### config.mk
export PLATFORM = sky130hd
export DESIGN_NAME = png_chunk_framer
export DESIGN_NICKNAME = d
export VERILOG_FILES = /design/src/hw/rtl/pcf_pkg.sv /design/src/hw/rtl/pcf_front.sv /design/src/hw/rtl/pcf_queue.sv /design/src/hw/rtl/pcf_back.sv /design/src/hw/rtl/png_chunk_framer.sv
export SDC_FILE = /design/constraint.sdc
export NUM_CORES = 1
export LEC_CHECK = 0
export ABC_CLOCK_PERIOD_IN_PS = 3650
export BUFFER_PORTS_ARGS = -buffer_cell sky130_fd_sc_hd__buf_2
export CELL_PAD_IN_SITES_DETAIL_PLACEMENT = 0
export CELL_PAD_IN_SITES_GLOBAL_PLACEMENT = 1
export CORE_MARGIN = 2
export CORE_UTILIZATION = 47
export DETAILED_ROUTE_END_ITERATION = 8
export PLACE_DENSITY_LB_ADDON = 0.2
export SYNTH_ARGS = -nofsm -noshare
export SYNTH_HDL_FRONTEND = slang
export SYNTH_HIERARCHICAL = 1
export SYNTH_SLANG_ARGS = --single-unit
### constraint.sdc
create_clock -name i_clk -period 3.65 [get_ports i_clk]
set_input_delay 1.095 -clock i_clk [delete_from_list [all_inputs] [get_ports i_clk]]
set_output_delay 1.095 -clock i_clk [all_outputs]
set_load 0.02 [all_outputs]
### src/hw/rtl/pcf_pkg.sv
`timescale 1ns / 1ps

package pcf_pkg;

    // Command codes on the input mode field
    localparam logic [1:0] MODE_SIG  = 2'd0;
    localparam logic [1:0] MODE_OPEN = 2'd1;
    localparam logic [1:0] MODE_DATA = 2'd2;

    localparam logic [31:0] CRC_INIT = 32'hFFFF_FFFF;
    localparam logic [31:0] CRC_POLY = 32'hEDB8_8320;

    // Command queue between front and back
    localparam int QUEUE_AW    = 2;
    localparam int QUEUE_DEPTH = 1 << QUEUE_AW;

    typedef enum logic [1:0] {
        KIND_SIG,
        KIND_OPEN,
        KIND_DATA,
        KIND_ERR
    } t_kind;

    typedef struct packed {
        t_kind       kind;
        logic        close;      // chunk CRC follows this command
        logic [30:0] len;
        logic [31:0] tag;
        logic [7:0]  data;
    } t_cmd;

    // One byte of reflected CRC-32
    function automatic logic [31:0] crc_fold(input logic [31:0] crc, input logic [7:0] b);
        logic [31:0] c;
        c = crc ^ {24'd0, b};
        for (int k = 0; k < 8; k++) begin
            c = (c >> 1) ^ (c[0] ? CRC_POLY : 32'd0);
        end
        return c;
    endfunction

    function automatic logic [7:0] sig_byte(input logic [2:0] idx);
        logic [7:0] b;
        case (idx)
            3'd0:    b = 8'h89;
            3'd1:    b = 8'h50;
            3'd2:    b = 8'h4E;
            3'd3:    b = 8'h47;
            3'd4:    b = 8'h0D;
            3'd5:    b = 8'h0A;
            3'd6:    b = 8'h1A;
            3'd7:    b = 8'h0A;
            default: b = 8'h00;
        endcase
        return b;
    endfunction

endpackage

### src/hw/rtl/pcf_front.sv
`timescale 1ns / 1ps

module pcf_front (
    input  logic          i_clk,
    input  logic          i_rst_n,
    input  logic          i_push,
    input  logic          i_full,
    input  logic [1:0]    i_mode,
    input  logic [30:0]   i_chunk_length,
    input  logic [31:0]   i_chunk_tag,
    input  logic [7:0]    i_data_byte,
    output logic          o_q_push,
    output pcf_pkg::t_cmd o_q_cmd
);
    import pcf_pkg::*;

    logic        r_chunk_open, n_chunk_open;
    logic [30:0] r_bytes_rem, n_bytes_rem;
    logic        accept;
    logic        is_err;

    assign accept   = i_push && !i_full;
    assign o_q_push = accept;

    assign is_err = (i_mode != MODE_SIG && i_mode != MODE_OPEN && i_mode != MODE_DATA)
                 || (i_mode == MODE_DATA && !r_chunk_open)
                 || (i_mode != MODE_DATA && r_chunk_open);

    always_comb begin
        o_q_cmd.kind  = KIND_ERR;
        o_q_cmd.close = 1'b0;
        o_q_cmd.len   = i_chunk_length;
        o_q_cmd.tag   = i_chunk_tag;
        o_q_cmd.data  = i_data_byte;
        n_chunk_open  = r_chunk_open;
        n_bytes_rem   = r_bytes_rem;
        if (!is_err) begin
            case (i_mode)
                MODE_SIG: begin
                    o_q_cmd.kind = KIND_SIG;
                end
                MODE_OPEN: begin
                    o_q_cmd.kind  = KIND_OPEN;
                    o_q_cmd.close = (i_chunk_length == 31'd0);
                    n_chunk_open  = (i_chunk_length != 31'd0);
                    n_bytes_rem   = i_chunk_length;
                end
                MODE_DATA: begin
                    o_q_cmd.kind  = KIND_DATA;
                    o_q_cmd.close = (r_bytes_rem == 31'd1);
                    n_chunk_open  = (r_bytes_rem != 31'd1);
                    n_bytes_rem   = r_bytes_rem - 31'd1;
                end
                default: begin
                    o_q_cmd.kind = KIND_ERR;
                end
            endcase
        end
    end

    always_ff @(posedge i_clk) begin
        if (!i_rst_n) begin
            r_chunk_open <= 1'b0;
            r_bytes_rem  <= '0;
        end else if (accept) begin
            r_chunk_open <= n_chunk_open;
            r_bytes_rem  <= n_bytes_rem;
        end
    end

`ifndef SYNTHESIS
    a_open_has_bytes: assert property (@(posedge i_clk) disable iff (!i_rst_n)
        r_chunk_open |-> (r_bytes_rem != 31'd0))
        else $error("open chunk with no bytes pending");

    a_close_clears: assert property (@(posedge i_clk) disable iff (!i_rst_n)
        (accept && o_q_cmd.close) |=> !r_chunk_open)
        else $error("chunk still open after close");
`endif

endmodule

### src/hw/rtl/pcf_queue.sv
`timescale 1ns / 1ps

module pcf_queue (
    input  logic          i_clk,
    input  logic          i_rst_n,
    input  logic          i_push,
    input  pcf_pkg::t_cmd i_cmd,
    input  logic          i_pop,
    output logic          o_full,
    output logic          o_empty,
    output pcf_pkg::t_cmd o_cmd
);
    import pcf_pkg::*;

    t_cmd                r_mem [QUEUE_DEPTH];
    logic [QUEUE_AW-1:0] r_wr, r_rd;
    logic [QUEUE_AW:0]   r_count;
    logic                do_push, do_pop;

    assign o_full  = (r_count == (QUEUE_AW + 1)'(QUEUE_DEPTH));
    assign o_empty = (r_count == '0);
    assign o_cmd   = r_mem[r_rd];
    assign do_push = i_push && !o_full;
    assign do_pop  = i_pop && !o_empty;

    always_ff @(posedge i_clk) begin
        if (do_push) begin
            r_mem[r_wr] <= i_cmd;
        end
    end

    always_ff @(posedge i_clk) begin
        if (!i_rst_n) begin
            r_wr    <= '0;
            r_rd    <= '0;
            r_count <= '0;
        end else begin
            if (do_push) begin
                r_wr <= r_wr + 1'b1;
            end
            if (do_pop) begin
                r_rd <= r_rd + 1'b1;
            end
            case ({do_push, do_pop})
                2'b10:   r_count <= r_count + 1'b1;
                2'b01:   r_count <= r_count - 1'b1;
                default: r_count <= r_count;
            endcase
        end
    end

`ifndef SYNTHESIS
    a_count_bound: assert property (@(posedge i_clk) disable iff (!i_rst_n)
        r_count <= (QUEUE_AW + 1)'(QUEUE_DEPTH))
        else $error("queue count overflow");

    a_ptr_match: assert property (@(posedge i_clk) disable iff (!i_rst_n)
        (r_count == '0 || o_full) |-> (r_wr == r_rd))
        else $error("queue pointers out of step with count");
`endif

endmodule

### src/hw/rtl/pcf_back.sv
`timescale 1ns / 1ps

module pcf_back (
    input  logic          i_clk,
    input  logic          i_rst_n,
    input  logic          i_q_empty,
    input  pcf_pkg::t_cmd i_q_cmd,
    output logic          o_q_pop,
    input  logic          i_pop,
    output logic          o_empty,
    output logic [7:0]    o_out_byte,
    output logic          o_end_of_run,
    output logic          o_end_of_chunk,
    output logic          o_protocol_error
);
    import pcf_pkg::*;

    logic        r_out_valid;
    logic [7:0]  r_out_byte;
    logic        r_eor, r_eoc, r_err;
    logic [31:0] r_crc;
    logic [3:0]  r_step;

    logic        go, at_last;
    logic [3:0]  last_step;
    logic [7:0]  n_byte;
    logic        fold_en, is_crc, n_err;
    logic [7:0]  fold_byte;
    logic [31:0] fold_base, crc_out, len_word;
    logic [1:0]  crc_idx;

    assign go       = !i_q_empty && (!r_out_valid || i_pop);
    assign at_last  = (r_step == last_step);
    assign o_q_pop  = go && at_last;
    assign crc_out  = r_crc ^ CRC_INIT;
    assign len_word = {1'b0, i_q_cmd.len};

    always_comb begin
        n_byte    = 8'd0;
        last_step = 4'd0;
        fold_en   = 1'b0;
        fold_byte = 8'd0;
        is_crc    = 1'b0;
        n_err     = 1'b0;
        crc_idx   = r_step[1:0];
        case (i_q_cmd.kind)
            KIND_SIG: begin
                last_step = 4'd7;
                n_byte    = sig_byte(r_step[2:0]);
            end
            KIND_OPEN: begin
                last_step = i_q_cmd.close ? 4'd11 : 4'd7;
                if (r_step < 4'd4) begin
                    n_byte = len_word[{~r_step[1:0], 3'b000} +: 8];
                end else if (r_step < 4'd8) begin
                    n_byte    = i_q_cmd.tag[{~r_step[1:0], 3'b000} +: 8];
                    fold_en   = 1'b1;
                    fold_byte = n_byte;
                end else begin
                    is_crc = 1'b1;
                    n_byte = crc_out[{~crc_idx, 3'b000} +: 8];
                end
            end
            KIND_DATA: begin
                last_step = i_q_cmd.close ? 4'd4 : 4'd0;
                crc_idx   = 2'(r_step - 4'd1);
                if (r_step == 4'd0) begin
                    n_byte    = i_q_cmd.data;
                    fold_en   = 1'b1;
                    fold_byte = i_q_cmd.data;
                end else begin
                    is_crc = 1'b1;
                    n_byte = crc_out[{~crc_idx, 3'b000} +: 8];
                end
            end
            default: begin
                n_err = 1'b1;
            end
        endcase
    end

    // tag fold always starts a fresh CRC
    assign fold_base = (i_q_cmd.kind == KIND_OPEN && r_step == 4'd4) ? CRC_INIT : r_crc;

    always_ff @(posedge i_clk) begin
        if (!i_rst_n) begin
            r_out_valid <= 1'b0;
            r_crc       <= CRC_INIT;
            r_step      <= '0;
        end else begin
            if (go) begin
                r_out_valid <= 1'b1;
                r_step      <= at_last ? 4'd0 : r_step + 4'd1;
                if (fold_en) begin
                    r_crc <= crc_fold(fold_base, fold_byte);
                end else if (is_crc && at_last) begin
                    r_crc <= CRC_INIT;
                end
            end else if (i_pop) begin
                r_out_valid <= 1'b0;
            end
        end
    end

    always_ff @(posedge i_clk) begin
        if (go) begin
            r_out_byte <= n_byte;
            r_eor      <= at_last;
            r_eoc      <= is_crc && at_last;
            r_err      <= n_err;
        end
    end

    assign o_empty          = !r_out_valid;
    assign o_out_byte       = r_out_byte;
    assign o_end_of_run     = r_eor;
    assign o_end_of_chunk   = r_eoc;
    assign o_protocol_error = r_err;

`ifndef SYNTHESIS
    a_eoc_ends_run: assert property (@(posedge i_clk) disable iff (!i_rst_n)
        (r_out_valid && r_eoc) |-> r_eor)
        else $error("chunk end without run end");

    a_err_zero: assert property (@(posedge i_clk) disable iff (!i_rst_n)
        (r_out_valid && r_err) |-> (r_out_byte == 8'd0 && r_eor && !r_eoc))
        else $error("error result malformed");
`endif

endmodule

### src/hw/rtl/png_chunk_framer.sv
`timescale 1ns / 1ps

// PNG chunk framer: commands in, framed PNG bytes out.
// Request channel: a queue write port. A request is taken on a clock edge
//   with i_push high and o_full low. i_mode 0 sends the 8-byte signature,
//   1 opens a chunk (length and tag, big-endian), 2 passes one payload byte.
//   Requests out of order, or mode 3, yield one result with the error flag.
// Result channel: a queue read port. The oldest byte sits on o_out_byte
//   while o_empty is low; it is taken on an edge with i_pop high.
//   o_end_of_run marks the last byte of a request, o_end_of_chunk the last
//   CRC byte of a chunk (reflected CRC-32 over tag and payload).
// Structure: the front checks ordering and tracks the payload count, a
//   four-entry command queue follows, and the back sequences bytes, folds the CRC
//   one byte per cycle unless stalled, and holds the result in an output register.
// Path: a taken request is queued; its bytes then go to the output register.
// Throughput: one result byte per cycle unless the queue is empty or i_pop is low.
//   A payload byte yields one byte, plus four CRC bytes at the end of a chunk;
//   signature 8 bytes, open 8 (12 for an empty chunk), set by the back sequencer.
// Stall: while i_pop stays low the output register holds and o_full rises once
//   the queue holds four requests; the one in progress counts until its last byte.
// Reset: synchronous active-low; clears the queue, the output valid flag,
//   the chunk state, and loads the CRC with all ones.

module png_chunk_framer (
    input  logic        i_clk,
    input  logic        i_rst_n,
    input  logic        i_push,
    output logic        o_full,
    input  logic [1:0]  i_mode,
    input  logic [30:0] i_chunk_length,
    input  logic [31:0] i_chunk_tag,
    input  logic [7:0]  i_data_byte,
    output logic        o_empty,
    input  logic        i_pop,
    output logic [7:0]  o_out_byte,
    output logic        o_end_of_run,
    output logic        o_end_of_chunk,
    output logic        o_protocol_error
);
    import pcf_pkg::*;

    t_cmd q_in_cmd, q_out_cmd;
    logic q_push, q_pop, q_empty;

    pcf_front u_front (
        .i_clk          (i_clk),
        .i_rst_n        (i_rst_n),
        .i_push         (i_push),
        .i_full         (o_full),
        .i_mode         (i_mode),
        .i_chunk_length (i_chunk_length),
        .i_chunk_tag    (i_chunk_tag),
        .i_data_byte    (i_data_byte),
        .o_q_push       (q_push),
        .o_q_cmd        (q_in_cmd)
    );

    pcf_queue u_queue (
        .i_clk   (i_clk),
        .i_rst_n (i_rst_n),
        .i_push  (q_push),
        .i_cmd   (q_in_cmd),
        .i_pop   (q_pop),
        .o_full  (o_full),
        .o_empty (q_empty),
        .o_cmd   (q_out_cmd)
    );

    pcf_back u_back (
        .i_clk            (i_clk),
        .i_rst_n          (i_rst_n),
        .i_q_empty        (q_empty),
        .i_q_cmd          (q_out_cmd),
        .o_q_pop          (q_pop),
        .i_pop            (i_pop),
        .o_empty          (o_empty),
        .o_out_byte       (o_out_byte),
        .o_end_of_run     (o_end_of_run),
        .o_end_of_chunk   (o_end_of_chunk),
        .o_protocol_error (o_protocol_error)
    );

endmodule

==> results.yml, run 1 <==
cells_and_area:
  antenna_cells: 0
  final_cell_mix: "edfxtp_1, mux4_2, buf_2"
  final_common_cell: "edfxtp_1"
  final_layout_size_suffix_gt1_share_pct: 27.1
  fin_nets: 1396
  area_delta_synth_final_pct: 12.0
  layoutNonFillerInstCount: 1849
synth:
  synth_area_um2: 18300
  synthSimpleGateAreaFrac_pct: 7.47
  synth_top_area_share_pct: 50.4
  synth_cell_type_count: 82
  ys_async_sr_fraction_pct: 0
  synth-edff-count: 307
  syn_avg_cell_area_um2: 14.8
  synth_top_area_cell: "edfxtp_1"
  synth_seq_cells: 392
  yosysWarnings: 6
  synth_top_family_by_area: "multiplexers"
  synth_compound_area_share_pct: 8.13
  yosys.area_share.adder_pct: 1.48
  synth_area_leaders: "edfxtp_1, mux4_2, dfxtp_1"
  synth_xor_area_share_pct: 3.93
  synth.mux.area_fraction_pct: 13.4
  syn-num-nets: 1337
  syn_inst: 1239
  ys.flop_type: "edfxtp_1"
  synth_seq_area_share_pct: 59.7
clocking:
  cts_tree: "built"
  ctsHoldBuffers: 0
  clock_sinks: 392
  numCtsBuffers: 43
  clk_latency_ns: 0.57
  clockBufferDepth: 3
  clk_pin_slew_worst_paths_ns: 0.06
  htree_levels: 2
  cts_root_buf: "clkbuf_16"
sta:
  fin_ws_ns: 0.203
  rsz0062_at_grt: "false"
  fin_crit_ns: 3.45
  period_share_pct: 94.4
  holdWs_ns: 0.496
  hold_violations: 0
  drv_slew: 0
  worst_slew_pin_slew_ns: 0.720
  slew_headroom_pct: 51.9
  fin_tns_setup_ns: 0
  fmax_mhz: 290
  skew_ns: 0.0204
  setup_violations: 0
flow_run:
  cap_violations: 0
run_status:
  outcome: "completed"
hold_path:
  whs_path_depth: 2
  hold_path_end: "u_queue/r_rd[0]"
  worstHoldStart: "u_queue/r_rd[0]"
  hp-class: "reg2reg"
grt:
  grt-ovfl-total: 0
  grt_pass1_wl_um: 67200
  grtUsageTotal_pct: 21.9
  grt_max_degree: 52
  grt_pass1_vias: 10900
  antenna_found_initial: 1
worst_setup_path:
  crit_arrival_ns: 3.90
  cp-start-kind: "flip-flop"
  cp.required_ns: 4.10
  r2r_slack_ns: 0.20
  path_class: "reg2reg"
  reg2regPathDepth: 11
  r2r_end: "u_back/r_crc[19]"
  crit_path_max_fanout: 8
  crit_path_end_kind: "flip-flop"
pwr:
  power.leakage_nw: 6.78
  power_density_nw_per_um2: 647
  irDropWorstVdd_mv: 0.455
placement:
  dp_hpwl_um: 29400
  pre_cts_ws_ns: 0.190
  portBuffers: 89
  place_congestion: 0.881
  dp.cells: 1770
floorplan:
  die_w_um: 201
  rows: 72
  initial_core_util_pct: 47.4
  die_h_um: 201
  die_area_um2: 40500
  core_area_um2: 38600
  ioPinCount: 90
routing:
  top_layer_used: "met5"
  wl_met1_um: 19200
  wl_met3_um: 2400
  vias: 10700
  detail-route-antenna-nets: 0
  routed_wl_um: 43000
  drc_errors: 0
  drtIter0Drc: 871
  viasPerCell: 5.80
  dr.pass1.iters: 6
  wl_per_cell_um: 23.3
  routed-wl-met2_um: 20400
## worst max path at each step
stage                     cells after the start            endpoint  slack (ns)              from
final                                        11    u_back/r_crc[19]        0.20         flip-flop
after global routing                         12    u_back/r_crc[17]       0.005         flip-flop
after CTS                                    14  u_queue/r_count[2]        0.17         flip-flop
after detailed placement                     14  u_queue/r_count[2]        0.19         flip-flop
after global placement                       11    u_back/r_crc[19]        0.23         flip-flop
after floorplan                              15    u_back/r_crc[19]        0.03  u_back/r_step[0]
## power breakdown
| group | internal [mW] | leakage [nW] | total (mW) | switching [mW] |
|---|---|---|---|---|
| Clock | 2.48 | 0.663 | 4.20 | 1.72 |
| Sequential | 5.30 | 3.52 | 5.51 | 0.212 |
| Combinational | 1.55 | 2.60 | 3.54 | 1.99 |
## sequential cells by signal (all words and copies together), names as in the netlist, 2 cells and up, named ones only
| signal | count |
|---|---|
| u_back/r_crc | 32 |
| u_back/r_step | 4 |
| u_back/o_out_byte | 8 |
| u_queue/r_rd | 2 |
| u_queue/r_count | 3 |
| u_front/r_bytes_rem | 31 |
| u_queue/r_wr | 2 |
| u_queue/r_mem | 296 |
## cells by family (layout without fill, tap and decap cells)
kind of cell,count (synthesis),after routing
fa+ha+maj,21,21
flops,392,392
xor+xnor,72,72
buf+inv,175,267
simple gates,255,255
mux,114,114
compound gates,210,210
## cell type report
type,instances,area (µm²)
Clock inverter,27,239
Multi-Input combinational cell,672,6320
Tap cell,518,648
Timing Repair Buffer,153,1090
Sequential cell,392,10900
Inverter,36,135
Clock buffer,51,1130
Fill cell,3255,18100
## Yosys cell counts, drive strengths merged (17+ instances only)
master	n
o21ai	41
nand3	21
o22ai	21
inv	34
nor3	19
a21oi	38
nor2	69
xor2	25
buf	106
ha	20
clkbuf	33
nor4	19
nand2	65
xnor2	45
o22a	17
mux4	105
edfxtp	307
dfxtp	85
## worst max-delay path, stage by stage, from the launching register on
cell and delay, ns:
dfxtp_4 0.37, mux4_2 0.58, inv_1 0.13, ha_2 0.24, nand3b_1 0.17, nor2_4 0.27
a22oi_1 0.15, o31ai_4 0.50, xor2_4 0.21, xnor2_2 0.14, xnor3_1 0.41, o22a_1 0.15
## timing repair
action,CTS,global route
endpoints found under the setup margin,0,5
gates resized for setup,0,2
buffers inserted,0,1
## through the flow
step,utilization [%],cell area (µm²),power [mW]
2_1_floorplan,-,18300,8.08
4_1_cts,53.1,20500,13.4
6_report,53.1,20500,13.3
3_5_place_dp,49.6,19100,9.14
5_1_grt,53.1,20500,13.9
3_3_place_gp,49.6,19100,9.13
## layer usage
metal / up-vias / track usage (%)
met4: 2 / 6.30
met2: 301 / 35.0
met1: 5491 / 31.0
met3: 68 / 3.89
met5: - / 0
li1: 4856 / -
No activity file was read; power rests on OpenSTA's default activity.
==> run 2, diff against run 1 <==
- ABC_AREA: not set -> 1
- CORE_UTILIZATION: 47 -> 44
==> run 2 against run 1 <==
Against the previous run: clock-buffer cell count up 2; first-iteration DRC count increased by 49%; critical path type unchanged; sequential power decreased by 3%; routed wire length increased by 28%.
==> results.yml, run 2 <==
sta:
  period_share_pct: 92.4
  rsz0062_at_grt: "false"
  fin_tns_setup_ns: 0
  fin_crit_ns: 3.37
  setup_violations: 0
  holdWs_ns: 0.466
  fmax_mhz: 297
  hold_violations: 0
  slew_headroom_pct: 52.1
  drv_slew: 0
  fin_ws_ns: 0.279
  skew_ns: 0.0185
  worst_slew_pin_slew_ns: 0.716
cells_and_area:
  final_common_cell: "nand2_1"
  fin_nets: 2252
  seq_area_um2: 10900
  area_delta_synth_final_pct: 10.4
  multiInputGateArea_um2: 7060
  reg.largest.list: "u_queue/r_mem (296), u_back/r_crc (32), u_front/r_bytes_rem (31)"
  largest_reg_flops: 296
  final_cell_mix: "nand2_1, edfxtp_1, nor2_1"
  largest-register: "u_queue/r_mem"
  final_util_pct: 49.2
  antenna_cells: 0
  nFillCells: 4205
  final_layout_size_suffix_gt1_share_pct: 13.3
clocking:
  clk_latency_ns: 0.59
  ctsHoldBuffers: 0
  cts_root_buf: "clkbuf_16"
  clk_pin_slew_worst_paths_ns: 0.06
  htree_levels: 2
  clock_sinks: 392
  cts_resized: 0
  numCtsBuffers: 44
  cts_tree: "built"
  cts_setup_buffers: 0
  clockBufferDepth: 3
floorplan:
  ioPinCount: 90
  die_w_um: 215
  die_h_um: 215
  rows: 77
  die_area_um2: 46400
  initial_core_util_pct: 44.6
  core_area_um2: 44100
synth:
  synth-edff-count: 307
  synth_area_leaders: "edfxtp_1, dfxtp_1, nand2_1"
  synth_seq_cells: 392
  synth_area_um2: 19700
  synth_top_area_share_pct: 46.9
  yosysWarnings: 6
  synth.most_common_cell: "nand2_1"
  ys.flop_type: "edfxtp_1"
  synth_seq_area_share_pct: 55.5
  syn-num-nets: 2244
  syn_avg_cell_area_um2: 9.16
  syn_inst: 2146
  ys_async_sr_fraction_pct: 0
  synth_top_area_cell: "edfxtp_1"
  synth_common_cells: "nand2_1, edfxtp_1, nor2_1"
  synth_cell_type_count: 55
grt:
  antenna_found_initial: 0
  grt_pass1_wl_um: 85200
  grt_pass1_vias: 14700
  grt-ovfl-total: 0
  grtUsageTotal_pct: 23.8
  grt_max_degree: 83
worst_setup_path:
  critical-path-slowest-cell: "ha_1"
  critPathTopFamily: "compound AO/OA/AOI/OAI gates"
  path_buf_inv: 3
  crit_path_end_kind: "flip-flop"
  cp-start-kind: "flip-flop"
  critical_path.max_stage_delay_ns: 0.62
  crit_arrival_ns: 3.87
  crit_path_max_fanout: 30
  cp.required_ns: 4.15
  crit_chain: "o21ai_0 > o22ai_2 > inv_1 > ha_1 > inv_1 > nor3_2 > o21ai_4 > inv_2 > o21ai_0 > o211ai_1"
  path_class: "reg2reg"
pwr:
  power_density_nw_per_um2: 613
  power.leakage_nw: 8.48
  irDropWorstVdd_mv: 0.352
routing:
  vias: 15100
  dr.pass1.iters: 5
  routed_wl_um: 55000
  wl_per_cell_um: 19.8
  detail-route-antenna-nets: 0
  viasPerCell: 5.45
  drc_errors: 0
  drtIter0Drc: 1294
placement:
  place_congestion: 0.886
  dp_hpwl_um: 36800
  pre_cts_ws_ns: 0.266
  portBuffers: 89
flow_run:
  cap_violations: 0
hold_path:
  hp-class: "reg2reg"
run_status:
  outcome: "completed"
==> run 2: changes by cell type after synthesis, moves of 17 or more <==
cell,before,now
xnor2_1,43,1
o22ai_1,21,77
o21ai_1,9,69
nand2_1,65,387
a21oi_1,38,126
nand2_2,0,24
o22a_1,17,0
o21ai_0,32,181
inv_1,32,140
nand3_1,20,140
mux4_2,105,0
nor2_1,67,270
==> run 2: cells by family (layout without fill, tap and decap cells) <==
family	count (synthesis)	in the layout	synth area share [%]
and+or+nand+nor	885	885	19.2
AOI/OAI and AO/OA	495	495	13.9
DFF	392	392	55.5
buffers and inverters	330	374	8.78
xor gates and xnor gates	23	23	1.22
adders and majority gates	21	21	1.37
==> run 2: area by class of cell <==
class,instances,area share [%]
Multi-Input combinational cell,1424,32.5
Clock inverter,29,1.41
Inverter,155,2.73
Sequential cell,392,50.3
Timing Repair Buffer,137,4.31
Tap cell,592,3.41
Clock buffer,53,5.28
==> run 2: where the power goes <==
group / total, mW / switching, mW / internal (mW)
Clock: 4.44 / 1.88 / 2.56
Sequential: 5.34 / 0.145 / 5.20
Combinational: 3.53 / 2.49 / 1.04
==> run 2: worst register-to-register path, delay by kind of cell (launching register included) <==
| family | cells | cell delay [ns] |
|---|---|---|
| AOI/OAI and AO/OA | 5 | 1.00 |
| buffers and inverters | 3 | 0.68 |
| adders and majority gates | 1 | 0.62 |
| DFF | 1 | 0.54 |
| and+or+nand+nor | 1 | 0.47 |
==> run 2: worst paths after layout <==
kind	start	endpoint	slack, ns	depth (start not counted)
hold / removal	u_back/r_crc[5]	u_back/r_crc[5]	0.47	2
setup reg to reg	flip-flop	u_back/r_crc[30]	0.28	10
hold reg to reg	u_back/r_crc[5]	u_back/r_crc[5]	0.47	2
setup / recovery	flip-flop	u_back/r_crc[30]	0.28	10
==> run 2: metal layers <==
metal	global-route usage, %	wire [µm]	up-vias
met2	39.1	26000	422
met5	0	0	-
met4	7.89	1550	0
met1	32.6	24500	7293
li1	-	-	7346
met3	3.03	2860	88
==> run 2: stage by stage <==
step / total power [mW] / std cells / instance area, µm²
finish: 13.3 / 2782 / 21700
floorplan: 7.86 / 2146 / 19700
detailed placement: 8.93 / 2700 / 20200
global placement: 8.89 / 2700 / 20200
global route: 14.0 / 2782 / 21700
CTS: 13.4 / 2782 / 21700
